### src/hdl/csv_field_number_classifier_top_assert.svh
// assertion macros shared by the classifier modules
// they expect clk and rst in scope
`ifndef CSV_FIELD_NUMBER_CLASSIFIER_TOP_ASSERT_SVH
`define CSV_FIELD_NUMBER_CLASSIFIER_TOP_ASSERT_SVH

// same-cycle implication
`define CFNC_ASSERT_NOW(label, ante, cons, msg) \
  label: assert property (@(posedge clk) disable iff (rst) (ante) |-> (cons)) \
    else $error(msg);

// next-cycle implication
`define CFNC_ASSERT_NEXT(label, ante, cons, msg) \
  label: assert property (@(posedge clk) disable iff (rst) (ante) |=> (cons)) \
    else $error(msg);

`endif

### src/hdl/cfnc_pkg.sv
package cfnc_pkg;

  // scan phase codes
  localparam logic [2:0] PH_LEAD  = 3'd0;
  localparam logic [2:0] PH_MANT  = 3'd1;
  localparam logic [2:0] PH_EXPS  = 3'd2;
  localparam logic [2:0] PH_EXPD  = 3'd3;
  localparam logic [2:0] PH_TRAIL = 3'd4;
  localparam logic [2:0] PH_FAIL  = 3'd5;
  localparam logic [2:0] PH_DONE  = 3'd6;

  localparam logic [7:0] CH_SPACE = 8'h20;
  localparam logic [7:0] CH_PLUS  = 8'h2B;
  localparam logic [7:0] CH_MINUS = 8'h2D;
  localparam logic [7:0] CH_POINT = 8'h2E;
  localparam logic [7:0] CH_EXP   = 8'h65;
  localparam logic [7:0] CH_ZERO  = 8'h30;
  localparam logic [7:0] CH_NINE  = 8'h39;
  localparam logic [7:0] CH_NUL   = 8'h00;
  localparam logic [7:0] SEP_RESET = 8'h2C;

  typedef struct packed {
    logic [2:0] phase;
    logic [1:0] points;
    logic       digit;
  } scan_t;

  typedef struct packed {
    logic [7:0] column_index;
    logic       is_numeric;
    logic       column_overflow;
    logic       last_field;
  } result_t;

  // zero, one or two results from one item, in order
  typedef struct packed {
    logic [1:0] count;
    result_t    first;
    result_t    second;
  } push_t;

  function automatic logic is_digit(input logic [7:0] c);
    return (c >= CH_ZERO) && (c <= CH_NINE);
  endfunction

  function automatic logic is_sign(input logic [7:0] c);
    return (c == CH_PLUS) || (c == CH_MINUS);
  endfunction

  // phase after the mantissa or exponent ends
  function automatic logic [2:0] after_number(input logic [7:0] c);
    logic [2:0] ph;
    if (c == CH_SPACE) begin
      ph = PH_TRAIL;
    end else if (c == CH_NUL) begin
      ph = PH_DONE;
    end else begin
      ph = PH_FAIL;
    end
    return ph;
  endfunction

  // one byte of number recognition
  function automatic scan_t feed(input scan_t s, input logic [7:0] c);
    scan_t n;
    n = s;
    unique case (s.phase)
      PH_LEAD: begin
        if (c == CH_SPACE) begin
          n = s;
        end else if (is_sign(c)) begin
          n.phase = PH_MANT;
        end else if (is_digit(c)) begin
          n.digit = 1'b1;
          n.phase = PH_MANT;
        end else if (c == CH_POINT) begin
          n.points = 2'd1;
          n.phase = PH_MANT;
        end else begin
          n.phase = PH_FAIL;
        end
      end
      PH_MANT: begin
        if (is_digit(c)) begin
          n.digit = 1'b1;
        end else if (c == CH_POINT) begin
          if (s.points < 2'd2) begin
            n.points = s.points + 2'd1;
          end
        end else if ((s.points > 2'd1) || !s.digit) begin
          n.phase = PH_FAIL;
        end else if (c == CH_EXP) begin
          n.phase = PH_EXPS;
          n.digit = 1'b0;
        end else begin
          n.phase = after_number(c);
        end
      end
      PH_EXPS: begin
        if (is_sign(c)) begin
          n.phase = PH_EXPD;
        end else if (is_digit(c)) begin
          n.digit = 1'b1;
          n.phase = PH_EXPD;
        end else begin
          n.phase = PH_FAIL;
        end
      end
      PH_EXPD: begin
        if (is_digit(c)) begin
          n.digit = 1'b1;
        end else if (!s.digit) begin
          n.phase = PH_FAIL;
        end else begin
          n.phase = after_number(c);
        end
      end
      PH_TRAIL: begin
        if (c != CH_SPACE) begin
          n.phase = (c == CH_NUL) ? PH_DONE : PH_FAIL;
        end
      end
      PH_FAIL, PH_DONE: begin
        n = s;
      end
      default: begin
        n.phase = PH_FAIL;
      end
    endcase
    return n;
  endfunction

endpackage

### src/hdl/cfnc_in_if.sv
interface cfnc_in_if;
  logic       valid;
  logic       ready;
  logic [7:0] char_byte;
  logic       end_of_line;

  modport source (output valid, output char_byte, output end_of_line, input ready);
  modport sink (input valid, input char_byte, input end_of_line, output ready);
endinterface

### src/hdl/cfnc_out_if.sv
interface cfnc_out_if;
  logic       valid;
  logic       ready;
  logic [7:0] column_index;
  logic       is_numeric;
  logic       column_overflow;
  logic       last_field;

  modport source (output valid, output column_index, output is_numeric,
                  output column_overflow, output last_field, input ready);
  modport sink (input valid, input column_index, input is_numeric,
                input column_overflow, input last_field, output ready);
endinterface

### src/hdl/cfnc_scan.sv
`include "csv_field_number_classifier_top_assert.svh"

module cfnc_scan #(
  parameter int MAX_COLUMNS = 256
) (
  input  logic            clk,
  input  logic            rst,
  input  logic [7:0]      separator,
  input  logic            accept,
  input  logic [7:0]      char_byte,
  input  logic            end_of_line,
  output cfnc_pkg::push_t push
);

  localparam int COL_TOP_INT = ((MAX_COLUMNS - 1) < 255) ? (MAX_COLUMNS - 1) : 255;
  localparam logic [7:0] COL_TOP = 8'(COL_TOP_INT);

  // input register
  logic       s1_valid;
  logic [7:0] s1_char;
  logic       s1_eol;

  // field and line state
  logic [2:0] scan_phase;
  logic [1:0] point_count;
  logic       digit_seen;
  logic [7:0] column_count;
  logic       overflow_seen;

  cfnc_pkg::scan_t cur;
  cfnc_pkg::scan_t fed;
  cfnc_pkg::scan_t scan_next;
  logic            is_sep;
  logic            at_top;
  logic            verdict_sep;
  logic            verdict_eol;
  logic            ovf_sep;
  logic            ovf_after;
  logic [7:0]      col_after;
  logic [7:0]      column_count_next;
  logic            overflow_seen_next;
  cfnc_pkg::result_t r_sep;
  cfnc_pkg::result_t r_eol;

  always_ff @(posedge clk) begin
    if (rst) begin
      s1_valid <= 1'b0;
    end else begin
      s1_valid <= accept;
    end
    if (accept) begin
      s1_char <= char_byte;
      s1_eol  <= end_of_line;
    end
  end

  always_comb begin
    cur         = '{phase: scan_phase, points: point_count, digit: digit_seen};
    is_sep      = (s1_char == separator);
    fed         = cfnc_pkg::feed(cur, s1_char);
    verdict_sep = (cfnc_pkg::feed(cur, cfnc_pkg::CH_NUL).phase == cfnc_pkg::PH_DONE);
    verdict_eol = !is_sep &&
                  (cfnc_pkg::feed(fed, cfnc_pkg::CH_NUL).phase == cfnc_pkg::PH_DONE);
    at_top      = (column_count >= COL_TOP);
    ovf_sep     = overflow_seen | at_top;
    ovf_after   = is_sep ? ovf_sep : overflow_seen;
    col_after   = (is_sep && !at_top) ? (column_count + 8'd1) : column_count;

    r_sep = '{column_index: column_count, is_numeric: verdict_sep,
              column_overflow: ovf_sep, last_field: 1'b0};
    r_eol = '{column_index: col_after, is_numeric: verdict_eol,
              column_overflow: ovf_after, last_field: 1'b1};

    push.count  = s1_valid ? ({1'b0, is_sep} + {1'b0, s1_eol}) : 2'd0;
    push.first  = is_sep ? r_sep : r_eol;
    push.second = r_eol;

    scan_next          = cur;
    column_count_next  = column_count;
    overflow_seen_next = overflow_seen;
    if (s1_valid) begin
      if (s1_eol) begin
        scan_next          = '{phase: cfnc_pkg::PH_LEAD, points: 2'd0, digit: 1'b0};
        column_count_next  = 8'd0;
        overflow_seen_next = 1'b0;
      end else if (is_sep) begin
        scan_next          = '{phase: cfnc_pkg::PH_LEAD, points: 2'd0, digit: 1'b0};
        column_count_next  = col_after;
        overflow_seen_next = ovf_after;
      end else begin
        scan_next = fed;
      end
    end
  end

  always_ff @(posedge clk) begin
    if (rst) begin
      scan_phase    <= cfnc_pkg::PH_LEAD;
      point_count   <= 2'd0;
      digit_seen    <= 1'b0;
      column_count  <= 8'd0;
      overflow_seen <= 1'b0;
    end else begin
      scan_phase    <= scan_next.phase;
      point_count   <= scan_next.points;
      digit_seen    <= scan_next.digit;
      column_count  <= column_count_next;
      overflow_seen <= overflow_seen_next;
    end
  end

  `CFNC_ASSERT_NEXT(a_eol_restarts_line, s1_valid && s1_eol, (column_count == 8'd0) && !overflow_seen && (scan_phase == cfnc_pkg::PH_LEAD), "line state not cleared after end of line")
  `CFNC_ASSERT_NOW(a_overflow_at_top, $rose(overflow_seen), $past(column_count) == COL_TOP, "overflow raised below the top column")
  `CFNC_ASSERT_NOW(a_column_bounded, 1'b1, column_count <= COL_TOP, "column counter past its top")

endmodule

### src/hdl/cfnc_out_fifo.sv
`include "csv_field_number_classifier_top_assert.svh"

module cfnc_out_fifo (
  input  logic              clk,
  input  logic              rst,
  input  cfnc_pkg::push_t   push,
  input  logic              pop,
  output logic              not_empty,
  output logic              room,
  output cfnc_pkg::result_t head
);

  localparam int DEPTH = 8;
  localparam int PTR_W = $clog2(DEPTH);
  // the byte in the input register may make two results, the byte accepted behind it two more
  localparam logic [PTR_W:0] ROOM_LIMIT = (PTR_W + 1)'(DEPTH - 4);

  cfnc_pkg::result_t mem [DEPTH];
  logic [PTR_W-1:0]  wr_ptr;
  logic [PTR_W-1:0]  rd_ptr;
  logic [PTR_W:0]    count;
  logic [PTR_W:0]    count_next;
  logic [PTR_W-1:0]  wr_ptr_next;
  logic [PTR_W-1:0]  rd_ptr_next;
  logic              do_pop;

  always_comb begin
    do_pop      = pop && not_empty;
    count_next  = count + {{(PTR_W - 1){1'b0}}, push.count} - {{PTR_W{1'b0}}, do_pop};
    wr_ptr_next = wr_ptr + {{(PTR_W - 2){1'b0}}, push.count};
    rd_ptr_next = rd_ptr + {{(PTR_W - 1){1'b0}}, do_pop};
  end

  assign not_empty = (count != '0);
  assign room      = (count <= ROOM_LIMIT);
  assign head      = mem[rd_ptr];

  always_ff @(posedge clk) begin
    if (rst) begin
      wr_ptr <= '0;
      rd_ptr <= '0;
      count  <= '0;
    end else begin
      wr_ptr <= wr_ptr_next;
      rd_ptr <= rd_ptr_next;
      count  <= count_next;
    end
    if (push.count != 2'd0) begin
      mem[wr_ptr] <= push.first;
    end
    if (push.count == 2'd2) begin
      mem[wr_ptr + {{(PTR_W - 1){1'b0}}, 1'b1}] <= push.second;
    end
  end

  `CFNC_ASSERT_NOW(a_no_overrun, 1'b1, ({1'b0, count} + {{PTR_W{1'b0}}, push.count}) <= (PTR_W + 2)'(DEPTH), "result queue overrun")
  `CFNC_ASSERT_NEXT(a_push_keeps_data, (push.count != 2'd0) && !do_pop, count != '0, "pushed result lost")
  `CFNC_ASSERT_NOW(a_ptr_gap, 1'b1, (wr_ptr - rd_ptr) == count[PTR_W-1:0], "pointers disagree with fill count")

endmodule

### src/hdl/csv_field_number_classifier_top.sv
// channel   dir  payload                                            handshake
// chars     in   char_byte[7:0], end_of_line                        valid/ready
// fields    out  column_index[7:0], is_numeric, column_overflow,    valid/ready
//                last_field
// separator cfg  separator_data[7:0] on separator_we                write only
//
// one byte item accepted per cycle while the result queue has room
// results pass through the input register, then the queue
// an item makes zero, one or two results; a separator on the last byte makes two
// ready drops when the eight-entry result queue passes half full; no clearing pass
// rst is synchronous and clears line state, queue and separator (back to comma)
module csv_field_number_classifier_top #(
  parameter int MAX_COLUMNS = 256
) (
  input  logic             clk,
  input  logic             rst,
  cfnc_in_if.sink          chars,
  cfnc_out_if.source       fields,
  input  logic             separator_we,
  input  logic [7:0]       separator_data
);

  logic              accept;
  logic              room;
  logic              not_empty;
  logic [7:0]        separator;
  cfnc_pkg::push_t   push;
  cfnc_pkg::result_t head;

  // separator register; the user writes it only while the block is idle, the block does not enforce it
  always_ff @(posedge clk) begin
    if (rst) begin
      separator <= cfnc_pkg::SEP_RESET;
    end else if (separator_we) begin
      separator <= separator_data;
    end
  end

  // input side: take a byte whenever the queue can absorb its worst case
  assign chars.ready = room;
  assign accept      = chars.valid && room;

  // byte register plus field scan and column count
  cfnc_scan #(
    .MAX_COLUMNS (MAX_COLUMNS)
  ) u_scan (
    .clk         (clk),
    .rst         (rst),
    .separator   (separator),
    .accept      (accept),
    .char_byte   (chars.char_byte),
    .end_of_line (chars.end_of_line),
    .push        (push)
  );

  // result queue decouples the two sides
  cfnc_out_fifo u_out_fifo (
    .clk       (clk),
    .rst       (rst),
    .push      (push),
    .pop       (fields.ready),
    .not_empty (not_empty),
    .room      (room),
    .head      (head)
  );

  // output side: head of the queue
  assign fields.valid           = not_empty;
  assign fields.column_index    = head.column_index;
  assign fields.is_numeric      = head.is_numeric;
  assign fields.column_overflow = head.column_overflow;
  assign fields.last_field      = head.last_field;

endmodule

### src/flat_wrapper.sv
// flat-port wrapper written by rule: the top's interface ports become plain ports
module csv_field_number_classifier_top_flat 
#(
  parameter int MAX_COLUMNS = 256
)
  (clk, rst, separator_we, separator_data, chars_valid, chars_char_byte, chars_end_of_line, chars_ready, fields_valid, fields_column_index, fields_is_numeric, fields_column_overflow, fields_last_field, fields_ready);
  cfnc_in_if chars_i ();
  cfnc_out_if fields_i ();
  input  logic clk;
  input  logic rst;
  input  logic separator_we;
  input  logic [7:0] separator_data;
  input wire logic [$bits(chars_i.valid)-1:0] chars_valid;
  input wire logic [$bits(chars_i.char_byte)-1:0] chars_char_byte;
  input wire logic [$bits(chars_i.end_of_line)-1:0] chars_end_of_line;
  output wire logic [$bits(chars_i.ready)-1:0] chars_ready;
  output wire logic [$bits(fields_i.valid)-1:0] fields_valid;
  output wire logic [$bits(fields_i.column_index)-1:0] fields_column_index;
  output wire logic [$bits(fields_i.is_numeric)-1:0] fields_is_numeric;
  output wire logic [$bits(fields_i.column_overflow)-1:0] fields_column_overflow;
  output wire logic [$bits(fields_i.last_field)-1:0] fields_last_field;
  input wire logic [$bits(fields_i.ready)-1:0] fields_ready;
  assign chars_i.valid = chars_valid;
  assign chars_i.char_byte = chars_char_byte;
  assign chars_i.end_of_line = chars_end_of_line;
  assign chars_ready = chars_i.ready;
  assign fields_valid = fields_i.valid;
  assign fields_column_index = fields_i.column_index;
  assign fields_is_numeric = fields_i.is_numeric;
  assign fields_column_overflow = fields_i.column_overflow;
  assign fields_last_field = fields_i.last_field;
  assign fields_i.ready = fields_ready;
  csv_field_number_classifier_top #(.MAX_COLUMNS(MAX_COLUMNS)) u_core (.clk(clk), .rst(rst), .chars(chars_i), .fields(fields_i), .separator_we(separator_we), .separator_data(separator_data));
endmodule
### config.mk
export PLATFORM = sky130hd
export DESIGN_NAME = csv_field_number_classifier_top_flat
export DESIGN_NICKNAME = d
export VERILOG_FILES = /design/src/hdl/cfnc_pkg.sv /design/src/hdl/cfnc_in_if.sv /design/src/hdl/cfnc_out_if.sv /design/src/hdl/cfnc_scan.sv /design/src/hdl/cfnc_out_fifo.sv /design/src/hdl/csv_field_number_classifier_top.sv /design/src/flat_wrapper.sv
export VERILOG_INCLUDE_DIRS = /design/src /design/src/hdl
export SDC_FILE = /design/constraint.sdc
export NUM_CORES = 1
export LEC_CHECK = 0
export BUFFER_PORTS_ARGS = -buffer_cell sky130_fd_sc_hd__clkbuf_2
export CORE_MARGIN = 4
export CORE_UTILIZATION = 44
export CTS_CLUSTER_SIZE = 20
export DETAILED_ROUTE_END_ITERATION = 12
export PLACE_DENSITY_LB_ADDON = 0.1
export RECOVER_POWER = 25
export SYNTH_ARGS = -nofsm -noshare
export SYNTH_HDL_FRONTEND = slang
export SYNTH_SLANG_ARGS = --single-unit
### constraint.sdc
create_clock -name clk -period 3.55 [get_ports clk]
set_input_delay 0.355 -clock clk [delete_from_list [all_inputs] [get_ports clk]]
set_output_delay 0.355 -clock clk [all_outputs]
set_load 0.05 [all_outputs]
# Word level (Yosys, flattened, before mapping)
# Memory sizes are Yosys's and may differ from the RTL's. A register that Yosys moved wholly into a read port is not among the register bits.
# Index checks and enable logic that the tools add are counted.
# op_classes
add_sub_neg	8
n_reduce_logical	20
div	0
shift	0
n_eq_ne	21
multipliers	0
mux	50
magnitude_cmp	7
n_bitwise	1
# op_table
op	count
$mux 3	14
$eq 8x6->1 const B	4
$eq 3x3->1 const B	8
$mux 8	3
$pmux 3 s4	2
$mux 2	10
$mux 6	3
$pmux 3 s6	1
$mux 1	13
$mux 11	1
$eq 3x2->1 const B	3
$add 8x1->8 const B	1
$eq 8x7->1 const B	1
$eq 8x8->1	1
$ge 8x6->1 const B	1
$ge 8x8->1 const B	1
$le 8x6->1 const B	1
$logic_not 8->1	1
$ne 8x6->1 const B	1
$eq 3x1->1 const B	2
$logic_and 1x1->1	5
$mux 5	1
$add 4x2->4	1
$gt 2x1->1 const B	2
19 further kinds	26
# word_totals
rom_bits	0
regBits	43
latchBits	0
mem_bits_rw	88
memories	1
# memory_table
name	depth	width	read_ports	rd_ports_with_merged_regs	write_ports	line	rtl
u_core.u_out_fifo.mem	8	11	1	1	2	cfnc_out_fifo.sv:18	cfnc_pkg::result_t mem [DEPTH];

# Longest topological paths before layout
# depth
word_depth	15
depth_mapped	14
mapped_depth_nobuf	12

# By module
# From an unflattened synthesis, not the netlist that was laid out.
# hier_totals
hier_cells	559
area_unflattened_um2	7367.1
# modules_own_cells
module	n_inst	area_per_inst_um2	cells_per_inst
cfnc_out_fifo	1	5180.0	310
cfnc_scan	1	1885.6	222
csv_field_number_classifier_top	1	301.5	27

# Worst setup path after synthesis
# Ideal clock, no wire load.
# synth_timing
path_kind	reg-to-reg
from	reg u_core.u_scan.s1_char[1]
to	mem u_core.u_out_fifo.mem[0][10] (netlist name) (enable)
period_less_slack_ns	3.214
t_required_ns	3.212
path_buffers	0
path_stages_with_launch	11
setup_ns	0.338
arrival_ns	2.876
path_slack_ns	0.336
path_cell_list	edfxtp_1 xnor2_1 nand4_1 nor2_1 clkinv_1 ha_1 o21ai_0 nand2b_1 nor3_1 nor2_1 inv_1
# synth_lines
item	line	rtl
start, declared	cfnc_scan.sv:20	logic [7:0] s1_char;
start signal, assigned	cfnc_scan.sv:52	s1_char <= char_byte;
end, declared	cfnc_out_fifo.sv:18	

==> flow_summary.ini <==
[floorplanning]
row_count = 46
die-width_um = 137
io_pins = 35
start_util_pct = 45.6
die-area_um2 = 18800
core_area_um2 = 16100
fp.dieH_um = 137

[placement]
numPortBuffers = 34
gp_congestion = 0.907
place_hpwl_mm = 14.6
dp_cells = 952
place_ws_ns = 0.332

[power]
power_w = 0.00466
vdd_ir_drop_max_mv = 0.336
powerDensity_nw_per_um2 = 555
power.leakage_nw = 2.89

[yosys]
synth_top_area_share_pct = 36.4
synthTopCellsByArea = edfxtp_1, dfxtp_1, mux4_2
synth-main-ff-cell = edfxtp_1
syn_inst = 720
ys_ff_latch = 131
ys_types = 65
ys_seq_area_share_pct = 47.8
synth_area_um2 = 7350
synth_fp_nets = 759
syn_avg_cell_area_um2 = 10.2
synth_edf_count = 89
yosys_warnings = 0
async_reset_ff_share_pct = 0
synth_top_area_cell = edfxtp_1

[worst_setup_path]
rr_endpoint = u_core.u_out_fifo.mem[7][7]$_DFFE_PP_
worstPathRequired_ns = 3.67
path_class = reg2reg
critPathMaxStageDelay_ns = 0.49
crit_path_top_delay_cell = edfxtp_1
critical_path.startpoint = u_core.u_scan.s1_char[5]$_DFFE_PP_
cp_top_family = simple AND/OR/NAND/NOR gates
critPathCaptureType = flip-flop
reg2reg_from = u_core.u_scan.s1_char[5]$_DFFE_PP_
r2r_slack_ns = 0.33
reg2regPathDepth = 10
path_buf_inv = 2
crit_top_cell = nor2_1
cp.arrival_ns = 3.34
critPathMaxFanout = 10
cp-start-kind = flip-flop
path_cells = xnor2_1 -> nand4_1 -> nor2_1 -> clkinv_1 -> ha_1 -> o21ai_0 -> nor2_1 -> and3_1 -> nor2_1 -> inv_1

[timing]
post-route-min-period_ns = 3.22
achievable-frequency_mhz = 311
finalMaxSlewViolations = 36
tns_ns = 0
clock_skew_ns = 0.00597
setup_viol = 0
tightest_slew_ns = 1.67
timing.final.hold_violations = 0
setup_ws_ns = 0.330
period_share_pct = 90.7
rsz0062_at_grt = false
max_slew_margin_pct = -11.3

[route]
ant_nets = 0
first_iter_violations = 467
firstDrtPassIters = 5
num_vias = 5864
wl_per_cell_um = 20.8
drt_wl_total_mm = 20.4
viasPerCell = 5.96
drc_errors = 0

[clocking]
htreeDepth = 4
cts.hold.buffers_added = 0
ctsRootBufferMaster = clkbuf_16
cts_tree = yes
clock_path_buffers = 2
clk_latency_ns = 0.42
path_clk_slew_ns = 0.06
postCtsSetupRepairBufs = 0
clkSinkCount = 131
cts_resized = 0
cts_buffers = 17

[job]
drv_cap = 1

[layout]
final_cell_mix = edfxtp_1, o21ai_0, nand2_1
fin_util_pct = 52.2
areaGrowthSynthToFinish_pct = 14.4
final_cells = 984
drive_gt1_share_pct = 18.4
nFillCells = 1440
diodes = 0
final_common_cell = edfxtp_1
nets = 794

[global_routing]
grt_pass1_wl_mm = 32.3
grt_usage_pct = 23.0
overflow = 0
grt_pass1_vias = 5875
antenna_found_initial = 0
grt_max_degree = 36

[worst_hold_path]
min_path_type = in2reg
min_from = chars_char_byte[5]
holdPathStages = 1
min_to = u_core.u_scan.s1_char[5]$_DFFE_PP_

[outcome]
status = complete, but fails checks
violations = max-capacitance violations, max-slew violations
==> registers in the layout, indices dropped and copies added, names as in the netlist <==
name                         flops
u_core.u_scan.point_count        2
u_core.u_out_fifo.wr_ptr         3
u_core.u_out_fifo.rd_ptr         3
u_core.u_scan.s1_valid           1
u_core.u_scan.s1_char            8
u_core.u_scan.scan_phase         3
u_core.separator                 8
u_core.u_scan.digit_seen         1
u_core.u_scan.s1_eol             1
u_core.u_scan.column_count       8
u_core.u_scan.overflow_seen      1
u_core.u_out_fifo.mem           88
u_core.u_out_fifo.count          4
==> power by group <==
part / internal [W] / leakage, nW / total, W / switching (W)
Combinational: 0.000432 / 1.42 / 0.00113 / 0.000699
Sequential: 0.00171 / 1.19 / 0.00181 / 0.0000941
Clock: 0.00109 / 0.274 / 0.00173 / 0.000631
==> Yosys cell counts, types with 2 or more instances <==
cell type / n
edfxtp_1: 89
o21ai_0: 76
nand2_1: 66
a21oi_1: 63
nor2_1: 52
clkbuf_1: 42
dfxtp_1: 42
o31ai_1: 29
inv_1: 24
mux4_2: 22
a31oi_1: 15
ha_1: 15
nand3_1: 14
nor2b_1: 13
nor3_1: 13
or3_1: 13
mux2_2: 11
xnor2_1: 11
and2_1: 10
buf_1: 10
mux2i_1: 7
and3_1: 6
nand2b_1: 6
a21o_1: 5
a311oi_2: 5
xor2_1: 5
a211o_1: 3
and4_1: 3
nand3b_1: 3
nand4_1: 3
a211oi_1: 2
a2bb2oi_1: 2
and2_2: 2
and4bb_2: 2
buf_2: 2
fa_1: 2
nor4_1: 2
nor4_2: 2
o211ai_1: 2
==> kinds of logic after synthesis <==
group	share of synthesized area (%)
fa+ha+maj	3.10
mux	9.38
xor+xnor	1.91
flops	47.8
compound gates	17.7
simple gates	15.5
buf+inv	4.58
==> worst register-to-register path, delay by kind of cell, from the launching register on <==
kind / cells / cell delay (ns)
AOI/OAI and AO/OA: 1 / 0.43
buffers and inverters: 2 / 0.37
DFF: 1 / 0.49
and+or+nand+nor: 5 / 1.06
xor gates and xnor gates: 1 / 0.24
adders and majority gates: 1 / 0.35
==> layout make-up <==
class | count | area, um2 | share of cell area, %
clock buffers | 21 | 440 | 5.24
well taps | 216 | 270 | 3.22
clock inverters | 11 | 136 | 1.62
inverters | 25 | 93.8 | 1.12
multi-input cells | 506 | 3500 | 41.7
flip-flops and latches | 131 | 3510 | 41.8
repair buffers | 74 | 448 | 5.33
==> routing by layer <==
metal	vias to the layer above	part of all wire, %	track usage (%)
met1	2841	40	28.1
met5	-	0	0
li1	2751	-	-
met2	226	51	40.1
met4	0	2.6	8.48
met3	46	6.7	4.67
==> worst max-delay path by stage <==
stage	cells after the start	end	slack, ns
floorplan	10	u_core.u_out_fifo.mem[0][10]$_DFFE_PP_	0.34
global placement	11	u_core.u_out_fifo.mem[0][7]$_DFFE_PP_	0.43
detailed placement	10	u_core.u_out_fifo.mem[2][8]$_DFFE_PP_	0.33
CTS	10	u_core.u_out_fifo.mem[2][1]$_DFFE_PP_	0.30
global route	10	u_core.u_out_fifo.mem[7][3]$_DFFE_PP_	0.0004
finish	10	u_core.u_out_fifo.mem[7][7]$_DFFE_PP_	0.33
==> through the flow <==
step / instance area, um2 / hold WS (ns)
6_report: 8410 / 0.112
3_3_place_gp: 7850 / 0.455
3_5_place_dp: 7850 / 0.475
5_1_grt: 8410 / 0.0964
2_1_floorplan: 7350 / 0.444
4_1_cts: 8430 / 0.0971
Power figures use the tool's default switching activity.
